==> src/rtl/core/switch_change_event_queue_top_defines.svh <==
// Assertion macros used by the switch change event queue RTL.
`ifndef SWITCH_CHANGE_EVENT_QUEUE_TOP_DEFINES_SVH
`define SWITCH_CHANGE_EVENT_QUEUE_TOP_DEFINES_SVH

`ifndef SYNTHESIS
// Check a property on every rising clock edge outside reset.
`define SWCHG_ASSERT(lbl, clk, rstn, prop, msg) \
    lbl: assert property (@(posedge clk) disable iff (!(rstn)) (prop)) else $error(msg);
// Check a property on every rising clock edge, reset included.
`define SWCHG_ASSERT_ALWAYS(lbl, clk, prop, msg) \
    lbl: assert property (@(posedge clk) (prop)) else $error(msg);
`else
`define SWCHG_ASSERT(lbl, clk, rstn, prop, msg)
`define SWCHG_ASSERT_ALWAYS(lbl, clk, prop, msg)
`endif

`endif

==> src/rtl/core/swchg_pkg.sv <==
// Types, constants and helper functions of the switch change event queue.
package swchg_pkg;

    // Function codes of an input word.
    localparam logic FUNC_SCAN = 1'b0;
    localparam logic FUNC_READ = 1'b1;

    // Register word index of input_mask.
    localparam logic REG_INPUT_MASK = 1'b0;

    localparam int unsigned SCAN_LINES = 8;
    localparam int unsigned PENDING_W  = 2 * SCAN_LINES;
    localparam logic [7:0]  RELEASE_FLAG = 8'h80;

    typedef struct packed {
        logic       func;
        logic [7:0] pins;
    } in_word_t;

    typedef struct packed {
        logic [7:0] event_code;
        logic       event_valid;
        logic       events_waiting;
        logic [4:0] events_added;
        logic       overflow;
    } out_word_t;

    // Queue status from the event store to the sequencer.
    typedef struct packed {
        logic full;
        logic empty;
    } q_status_t;

    // Index of the lowest set bit; rose lines occupy 0..7, fell lines 8..15.
    function automatic logic [3:0] lowest_index(input logic [PENDING_W-1:0] bits);
        logic [3:0] idx;
        idx = 4'd0;
        for (int i = PENDING_W - 1; i >= 0; i--) begin
            if (bits[i]) begin
                idx = 4'(i);
            end
        end
        return idx;
    endfunction

    // Release code for a rose line, press code for a fell line.
    function automatic logic [7:0] make_code(input logic [3:0] idx);
        logic [7:0] line;
        line = {5'b0, idx[2:0]};
        return idx[3] ? line : (RELEASE_FLAG | line);
    endfunction

endpackage

==> src/rtl/core/swchg_queue.sv <==
// Circular event store with registered read port and full/empty status.
module swchg_queue #(
    parameter int unsigned QUEUE_SHIFT = 4
) (
    input  logic                  aclk,
    input  logic                  aresetn,
    input  logic                  push_en,
    input  logic [7:0]            push_code,
    input  logic                  pop_en,
    output logic [7:0]            rd_code,
    output swchg_pkg::q_status_t  status
);

    localparam int unsigned DEPTH = 1 << QUEUE_SHIFT;
    localparam logic [QUEUE_SHIFT-1:0] IDX_ONE = QUEUE_SHIFT'(1);

    logic [7:0]             event_mem [DEPTH];
    logic [QUEUE_SHIFT-1:0] wr_idx_reg, wr_idx_next;
    logic [QUEUE_SHIFT-1:0] rd_idx_reg, rd_idx_next;
    logic [7:0]             rd_code_reg;

    // Advance indexes on push and pop.
    always_comb begin
        wr_idx_next = push_en ? (wr_idx_reg + IDX_ONE) : wr_idx_reg;
        rd_idx_next = pop_en  ? (rd_idx_reg + IDX_ONE) : rd_idx_reg;
    end

    always_ff @(posedge aclk) begin
        if (!aresetn) begin
            wr_idx_reg <= '0;
            rd_idx_reg <= '0;
        end else begin
            wr_idx_reg <= wr_idx_next;
            rd_idx_reg <= rd_idx_next;
        end
    end

    // Write port.
    always_ff @(posedge aclk) begin
        if (push_en) begin
            event_mem[wr_idx_reg] <= push_code;
        end
    end

    // Read port, registered on pop.
    always_ff @(posedge aclk) begin
        if (pop_en) begin
            rd_code_reg <= event_mem[rd_idx_reg];
        end
    end

    assign rd_code      = rd_code_reg;
    assign status.empty = (wr_idx_reg == rd_idx_reg);
    assign status.full  = ((wr_idx_reg + IDX_ONE) == rd_idx_reg);

endmodule

==> src/rtl/core/switch_change_event_queue_top.sv <==
// Switch change event queue: input word decode, scan sequencer, output register.
//
// Input channel (s_valid/s_ready/s_data): each word is a scan (func = 0) that
// samples eight switch lines through input_mask, or a read (func = 1) that pops
// the oldest queued event code. Every word yields exactly one result word on
// the m_valid/m_ready/m_data channel.
// A scan compares the masked sample with the previous one and queues one
// release code (0x80 | line) per rising line, then one press code per falling
// line. The first scan after reset or after an input_mask write only records
// a baseline. Codes that find the queue full are dropped and flag overflow.
// A scan pushes one code per changed line (up to 8) in the SCAN state, since
// the event memory takes one push per cycle. A read passes through RDATA for
// the registered memory read port, or goes straight to FINISH on an empty queue.
// One word is in flight at a time; a new word is taken while the previous
// result still waits in the output register, and a finished result waits
// there as long as m_ready stays low.
// Reset (aresetn low, synchronous) empties the queue, clears the mask and the
// baseline. input_mask is to be written through the APB port only while idle;
// the user is bound by this, the block itself does not enforce it.
`include "switch_change_event_queue_top_defines.svh"

module switch_change_event_queue_top #(
    parameter int unsigned QUEUE_SHIFT = 4
) (
    input  logic                  aclk,
    input  logic                  aresetn,
    // input word channel
    input  logic                  s_valid,
    output logic                  s_ready,
    input  swchg_pkg::in_word_t   s_data,
    // result word channel
    output logic                  m_valid,
    input  logic                  m_ready,
    output swchg_pkg::out_word_t  m_data,
    // configuration port
    input  logic                  psel,
    input  logic                  penable,
    input  logic                  pwrite,
    input  logic [2:0]            paddr,
    input  logic [31:0]           pwdata,
    output logic [31:0]           prdata,
    output logic                  pready
);

    localparam logic [1:0] ST_IDLE   = 2'd0;
    localparam logic [1:0] ST_SCAN   = 2'd1;
    localparam logic [1:0] ST_RDATA  = 2'd2;
    localparam logic [1:0] ST_FINISH = 2'd3;

    localparam int unsigned PW = swchg_pkg::PENDING_W;

    logic [1:0]           state_reg, state_next;
    logic [7:0]           mask_reg, mask_next;
    logic [7:0]           prev_reg, prev_next;
    logic                 baseline_reg, baseline_next;
    logic [PW-1:0]        pending_reg, pending_next;
    logic [7:0]           code_reg, code_next;
    logic                 evv_reg, evv_next;
    logic [4:0]           added_reg, added_next;
    logic                 over_reg, over_next;
    logic                 m_valid_reg, m_valid_next;
    swchg_pkg::out_word_t m_data_reg, m_data_next;

    logic                 push_en;
    logic [7:0]           push_code;
    logic                 pop_en;
    logic [7:0]           rd_code;
    swchg_pkg::q_status_t q_status;

    logic                 s_fire;
    logic                 cfg_wr;
    logic [7:0]           sample;
    logic [3:0]           sel_idx;

    assign s_ready = (state_reg == ST_IDLE);
    assign s_fire  = s_valid && s_ready;
    assign cfg_wr  = psel && penable && pwrite && pready;
    assign sample  = s_data.pins & mask_reg;
    assign sel_idx = swchg_pkg::lowest_index(pending_reg);

    // Register readback and ready.
    assign pready = 1'b1;
    assign prdata = (paddr[2] == swchg_pkg::REG_INPUT_MASK) ? {24'b0, mask_reg} : 32'b0;

    swchg_queue #(
        .QUEUE_SHIFT (QUEUE_SHIFT)
    ) u_queue (
        .aclk      (aclk),
        .aresetn   (aresetn),
        .push_en   (push_en),
        .push_code (push_code),
        .pop_en    (pop_en),
        .rd_code   (rd_code),
        .status    (q_status)
    );

    // Sequence one word: decode, push changed lines one per cycle, pop, finish.
    always_comb begin
        state_next    = state_reg;
        mask_next     = mask_reg;
        prev_next     = prev_reg;
        baseline_next = baseline_reg;
        pending_next  = pending_reg;
        code_next     = code_reg;
        evv_next      = evv_reg;
        added_next    = added_reg;
        over_next     = over_reg;
        m_valid_next  = m_valid_reg && !m_ready;
        m_data_next   = m_data_reg;
        push_en       = 1'b0;
        push_code     = swchg_pkg::make_code(sel_idx);
        pop_en        = 1'b0;

        case (state_reg)
            ST_IDLE: begin
                if (s_fire) begin
                    code_next  = 8'd0;
                    evv_next   = 1'b0;
                    added_next = 5'd0;
                    over_next  = 1'b0;
                    if (s_data.func == swchg_pkg::FUNC_READ) begin
                        if (!q_status.empty) begin
                            pop_en     = 1'b1;
                            state_next = ST_RDATA;
                        end else begin
                            state_next = ST_FINISH;
                        end
                    end else begin
                        // record the sample; collect rose lines low, fell lines high
                        prev_next     = sample;
                        baseline_next = 1'b1;
                        pending_next  = baseline_reg ?
                                        {prev_reg & ~sample, sample & ~prev_reg} : '0;
                        state_next    = (baseline_reg && (sample != prev_reg)) ?
                                        ST_SCAN : ST_FINISH;
                    end
                end
            end
            ST_SCAN: begin
                // push the lowest pending code, or drop it when full
                if (!q_status.full) begin
                    push_en    = 1'b1;
                    added_next = added_reg + 5'd1;
                end else begin
                    over_next = 1'b1;
                end
                pending_next = pending_reg & ~(PW'(1) << sel_idx);
                if (pending_next == '0) begin
                    state_next = ST_FINISH;
                end
            end
            ST_RDATA: begin
                code_next  = rd_code;
                evv_next   = 1'b1;
                state_next = ST_FINISH;
            end
            ST_FINISH: begin
                // hold until the output register is free
                if (!m_valid_reg || m_ready) begin
                    m_data_next.event_code     = code_reg;
                    m_data_next.event_valid    = evv_reg;
                    m_data_next.events_waiting = !q_status.empty;
                    m_data_next.events_added   = added_reg;
                    m_data_next.overflow       = over_reg;
                    m_valid_next               = 1'b1;
                    state_next                 = ST_IDLE;
                end
            end
            default: begin
                state_next = ST_IDLE;
            end
        endcase

        // Mask write restarts the baseline.
        if (cfg_wr && (paddr[2] == swchg_pkg::REG_INPUT_MASK)) begin
            mask_next     = pwdata[7:0];
            baseline_next = 1'b0;
        end
    end

    // Control state.
    always_ff @(posedge aclk) begin
        if (!aresetn) begin
            state_reg    <= ST_IDLE;
            mask_reg     <= 8'd0;
            prev_reg     <= 8'd0;
            baseline_reg <= 1'b0;
            pending_reg  <= '0;
            m_valid_reg  <= 1'b0;
        end else begin
            state_reg    <= state_next;
            mask_reg     <= mask_next;
            prev_reg     <= prev_next;
            baseline_reg <= baseline_next;
            pending_reg  <= pending_next;
            m_valid_reg  <= m_valid_next;
        end
    end

    // Result payload.
    always_ff @(posedge aclk) begin
        code_reg   <= code_next;
        evv_reg    <= evv_next;
        added_reg  <= added_next;
        over_reg   <= over_next;
        m_data_reg <= m_data_next;
    end

    assign m_valid = m_valid_reg;
    assign m_data  = m_data_reg;

    `SWCHG_ASSERT(a_no_push_full, aclk, aresetn, !(push_en && q_status.full), "push into full queue")
    `SWCHG_ASSERT(a_no_pop_empty, aclk, aresetn, !(pop_en && q_status.empty), "pop from empty queue")
    `SWCHG_ASSERT(a_read_no_add, aclk, aresetn, !(m_valid && m_data.event_valid && (m_data.events_added != 5'd0 || m_data.overflow)), "read result carries scan fields")
    `SWCHG_ASSERT(a_code_shape, aclk, aresetn, !(m_valid && m_data.event_code[6:3] != 4'd0), "malformed event code")
    `SWCHG_ASSERT_ALWAYS(a_pready_high, aclk, pready, "pready dropped")

endmodule

==> config.mk <==
export PLATFORM = sky130hd
export DESIGN_NAME = switch_change_event_queue_top
export DESIGN_NICKNAME = d
export VERILOG_FILES = /design/src/rtl/core/swchg_pkg.sv /design/src/rtl/core/swchg_queue.sv /design/src/rtl/core/switch_change_event_queue_top.sv
export VERILOG_INCLUDE_DIRS = /design/src /design/src/rtl/core
export SDC_FILE = /design/constraint.sdc
export NUM_CORES = 1
export LEC_CHECK = 0
export ABC_AREA = 1
export BUFFER_PORTS_ARGS = -buffer_cell sky130_fd_sc_hd__buf_2
export CAP_MARGIN = 0
export CORE_MARGIN = 2
export CORE_UTILIZATION = 61
export DETAILED_ROUTE_END_ITERATION = 12
export GPL_ROUTABILITY_DRIVEN = 0
export GPL_TIMING_DRIVEN = 0
export PLACE_DENSITY_LB_ADDON = 0.1
export SLEW_MARGIN = 20
export SYNTH_ARGS = -nofsm -noshare
export SYNTH_HDL_FRONTEND = slang
export SYNTH_HIERARCHICAL = 1
export SYNTH_SLANG_ARGS = --single-unit
==> constraint.sdc <==
create_clock -name aclk -period 3.45 [get_ports aclk]
set_clock_uncertainty 0.2 [all_clocks]
set_input_delay 0.1725 -clock aclk [delete_from_list [all_inputs] [get_ports aclk]]
set_output_delay 0.1725 -clock aclk [all_outputs]
set_load 0.01 [all_outputs]
==> summary.log <==
[status] status finished, final reports clean
[cells_and_area] share of cells above drive strength 1 13.5%
[yosys] most area-consuming cells after synthesis sky130_fd_sc_hd__edfxtp_1 (51%), sky130_fd_sc_hd__nand2_1 (9.6%), sky130_fd_sc_hd__dfxtp_1 (8.9%)
[sta] final hold vios 0
[drt] First-pass DRT Iterations 7
[cells_and_area] number of cells in the finished layout apart from fillers 1463
[cells_and_area] share of the core filled with cells in the final layout 73.5%
[worst_hold_path] Hold Path Origin pwrite
[critical_path] nature of the critical path startpoint flop
[critical_path] kind of end point of the critical path flop
[yosys] portion of synthesized cell area occupied by the leading cell type 50.6%
[yosys] #FFs+latches synth 211
[clock_network] maximum clock path buffer count 3
[drt] average vias per placed instance 5.08
[run] max-capacitance violation count 0
[power_and_ir_drop] combinational fraction of design power 30.0%
[placed_design] number of I/O port buffers 49
[yosys] count of flip-flops with a built-in enable after synthesis 167
[clock_network] Num CTS Buffers 21
[cells_and_area] fin area 0.0117 mm²
[drt] Initial DRC Count 842
[critical_path] RR Startpoint u_queue/rd_idx_reg[2]
[drt] Routed wire per std cell 14.9 µm
[global_route] met1 demand-to-capacity share in global routing 32.4%
[floorplanning] die span in y 131 µm
[critical_path] worst-path cell with the longest stage delay sky130_fd_sc_hd__nor2_1
[global_route] GRT Max-Usage Layer met2
[critical_path] Cell Chain, Critical Path buf_2 > inv_2 > buf_2 > nand2_1 > nand2_1 > nand2_1 > nand3_1 > nor2_1 > nor2_1 > clkbuf_1 > nand2_1 > nor2_1
[floorplanning] number of top-level pins 102
[sta] Finish-stage setup viols 0
[critical_path] most used cell along the critical path sky130_fd_sc_hd__nand2_1
[yosys] synth unique cells 36
[cells_and_area] total inserted antenna cells 0
[placed_design] cell count after placement 1399
[clock_network] CTS HTree Levels 1
[cells_and_area] area growth from synthesis to layout 17.8%
[power_and_ir_drop] leakage power figure 5.17 nW
[floorplanning] number of placement rows 46
[global_route] overall fraction of global-route tracks in use 25.2%
[global_route] GR Util met2 43.4%
[worst_hold_path] type of the most critical hold path input pin to flop
[sta] RSZ-0062 raised after global routing yes
[global_route] number of global-route vias before repair 7000
[yosys] register area share after synthesis 59.5%
[clock_network] clk root buf sky130_fd_sc_hd__clkbuf_16
[placed_design] post-detailed-placement half-perimeter wirelength 14.9 mm
[floorplanning] horizontal extent of the die 131 µm
[yosys] Synth top cells by count sky130_fd_sc_hd__nand2_1 (254), sky130_fd_sc_hd__inv_1 (169), sky130_fd_sc_hd__edfxtp_1 (167)
[clock_network] number of setup buffers added after CTS 0
[global_route] largest net degree at the start of global routing 25
[power_and_ir_drop] fraction of power spent switching nets 34.8%
[sta] transition at the pin with the smallest max-transition slack 0.945 ns
[yosys] count of synthesis-stage warnings from yosys 6
[drt] DRC violation count after routing 0
[critical_path] CP arrival 3.23 ns
[sta] count of pins over their slew limit 0
[sta] slew margin rel. 36.8%
[clock_network] clock-pin slew on the worst setup and hold paths 0.06 ns
[critical_path] CP Max Fanout 10
[floorplanning] Core Footprint 0.0159 mm²
[power_and_ir_drop] clock power share 26.0%
[power_and_ir_drop] Flop pwr share 44.0%
[critical_path] type of the worst setup path flop to flop
[drt] final routed wirelength across all metal layers 21.8 mm
[critical_path] Worst setup startpoint u_queue/rd_idx_reg[2]
[critical_path] Critical Path RT 3.38 ns
[clock_network] number of clock sinks 211
[global_route] wire length of the first global-routing pass 34.6 mm
[global_route] antenna violations before repair 0
[yosys] share of synthesized registers carrying an async set or reset 0%
[yosys] cell area after technology mapping 0.00991 mm²
[yosys] Mapped Cells 1047
[clock_network] clock tree from TritonCTS yes
[sta] maximum clock frequency 0.302 GHz
[power_and_ir_drop] largest voltage drop on the vdd net 0.411 mV
[cells_and_area] flip-flop count of the largest register, all copies and words added 128
[floorplanning] area of the die 0.0173 mm²
[yosys] syn avg cell area 9.46 µm²
[placed_design] placed inst area 0.0108 mm²
[global_route] met3 track utilization from global routing 4.86%
[global_route] remaining global-route overflow 0
[critical_path] delay of the slowest cell on the worst path 0.72 ns
[sta] time the worst path needs with I/O delays and setup 3.31 ns
[clock_network] worst skew pair latency 0.50 ns
[power_and_ir_drop] power density over the cells 694 mW/mm²
[yosys] post-synthesis cell type with the largest combined area sky130_fd_sc_hd__edfxtp_1
[yosys] Post-synth top flop sky130_fd_sc_hd__edfxtp_1
[yosys] top-count cell post-synth sky130_fd_sc_hd__nand2_1
[sta] share of the cycle needed by the critical path after routing 95.9%
[drt] number of antenna-violating nets in the routed design 0
[floorplanning] initial core utilization 62.4%
[power_and_ir_drop] internal power of the cells 0.00528 W
[cells_and_area] Nets 1310
[drt] total number of vias 7437
[power_and_ir_drop] Switching Power 0.00282 W
## worst max-delay path, delay by kind of cell (launching register included)
kind	cells	cell delay, ns
and+or+nand+nor	8	1.52
buffers and inverters	4	0.89
DFF	1	0.29
## worst paths after layout
check	end	slack, ns	cells past startpoint
max	u_queue/event_mem[5][3]	0.14	12
min	mask_reg[7]	0.17	5
max reg2reg	u_queue/event_mem[5][3]	0.14	12
min reg2reg	m_data[11]	0.22	0
## power by group through the flow
stage	Sequential (W)	Combinational, W	Clock [W]
floorplan	0.00358	0.00165	0
global placement	0.00360	0.00229	0
detailed placement	0.00361	0.00234	0
CTS	0.00356	0.00238	0.00215
global route	0.00360	0.00268	0.00224
finish	0.00356	0.00243	0.00210
## metrics by stage
step | setup slack [ns] | hold slack (ns) | total power (W) | TNS (ns)
2_1_floorplan | 0.811 | 0.0960 | 0.00522 | 0
3_3_place_gp | 0.220 | 0.202 | 0.00590 | 0
3_5_place_dp | 0.127 | 0.205 | 0.00595 | 0
4_1_cts | 0.114 | 0.118 | 0.00809 | 0
5_1_grt | -0.0139 | 0.232 | 0.00852 | -0.164
6_report | 0.143 | 0.173 | 0.00809 | 0
## cell usage in the layout (no fill, tap or decap), types with 14 or more instances in the layout
master / instances
sky130_fd_sc_hd__a21oi_1: 29
sky130_fd_sc_hd__a31oi_1: 15
sky130_fd_sc_hd__buf_2: 65
sky130_fd_sc_hd__buf_4: 32
sky130_fd_sc_hd__clkbuf_1: 16
sky130_fd_sc_hd__clkbuf_16: 21
sky130_fd_sc_hd__conb_1: 89
sky130_fd_sc_hd__dfxtp_1: 44
sky130_fd_sc_hd__dlygate4sd3_1: 27
sky130_fd_sc_hd__edfxtp_1: 167
sky130_fd_sc_hd__ha_1: 26
sky130_fd_sc_hd__inv_1: 169
sky130_fd_sc_hd__nand2_1: 254
sky130_fd_sc_hd__nand3_1: 118
sky130_fd_sc_hd__nand4_1: 14
sky130_fd_sc_hd__nor2_1: 41
sky130_fd_sc_hd__o21ai_0: 38
## metal layers
metal	vias to the layer above	share of wire [%]	wire (µm)
met5	-	0	0
met4	0	2.3	499
met3	39	9.0	1950
met2	327	48	10500
met1	3412	40	8800
li1	3659	-	-
## logic make-up after synthesis
kind of cell    share of synthesized area [%]
xor+xnor                                0.796
other cells                            0.0758
buf+inv                                  10.8
compound gates                           5.25
flops                                    59.5
simple gates                             20.2
fa+ha+maj                                3.28
## final cells by class
cell class                      instances  area, µm²
Multi-Input combinational cell        676       3280
Fill cell                            1196       4210
Sequential cell                       211       5900
Timing Repair Buffer                   76        515
Tap cell                              216        270
Clock buffer                           23        533
Inverter                              182        683
Buffer                                 65        392
Clock inverter                         14        100
## timing repair
action,4_1_cts,5_1_grt
gates resized for setup,0,6
hold buffers,27,0
hold endpoints to repair,32,0
endpoints found under the setup margin,0,35
(Power assumes the default switching activity.)
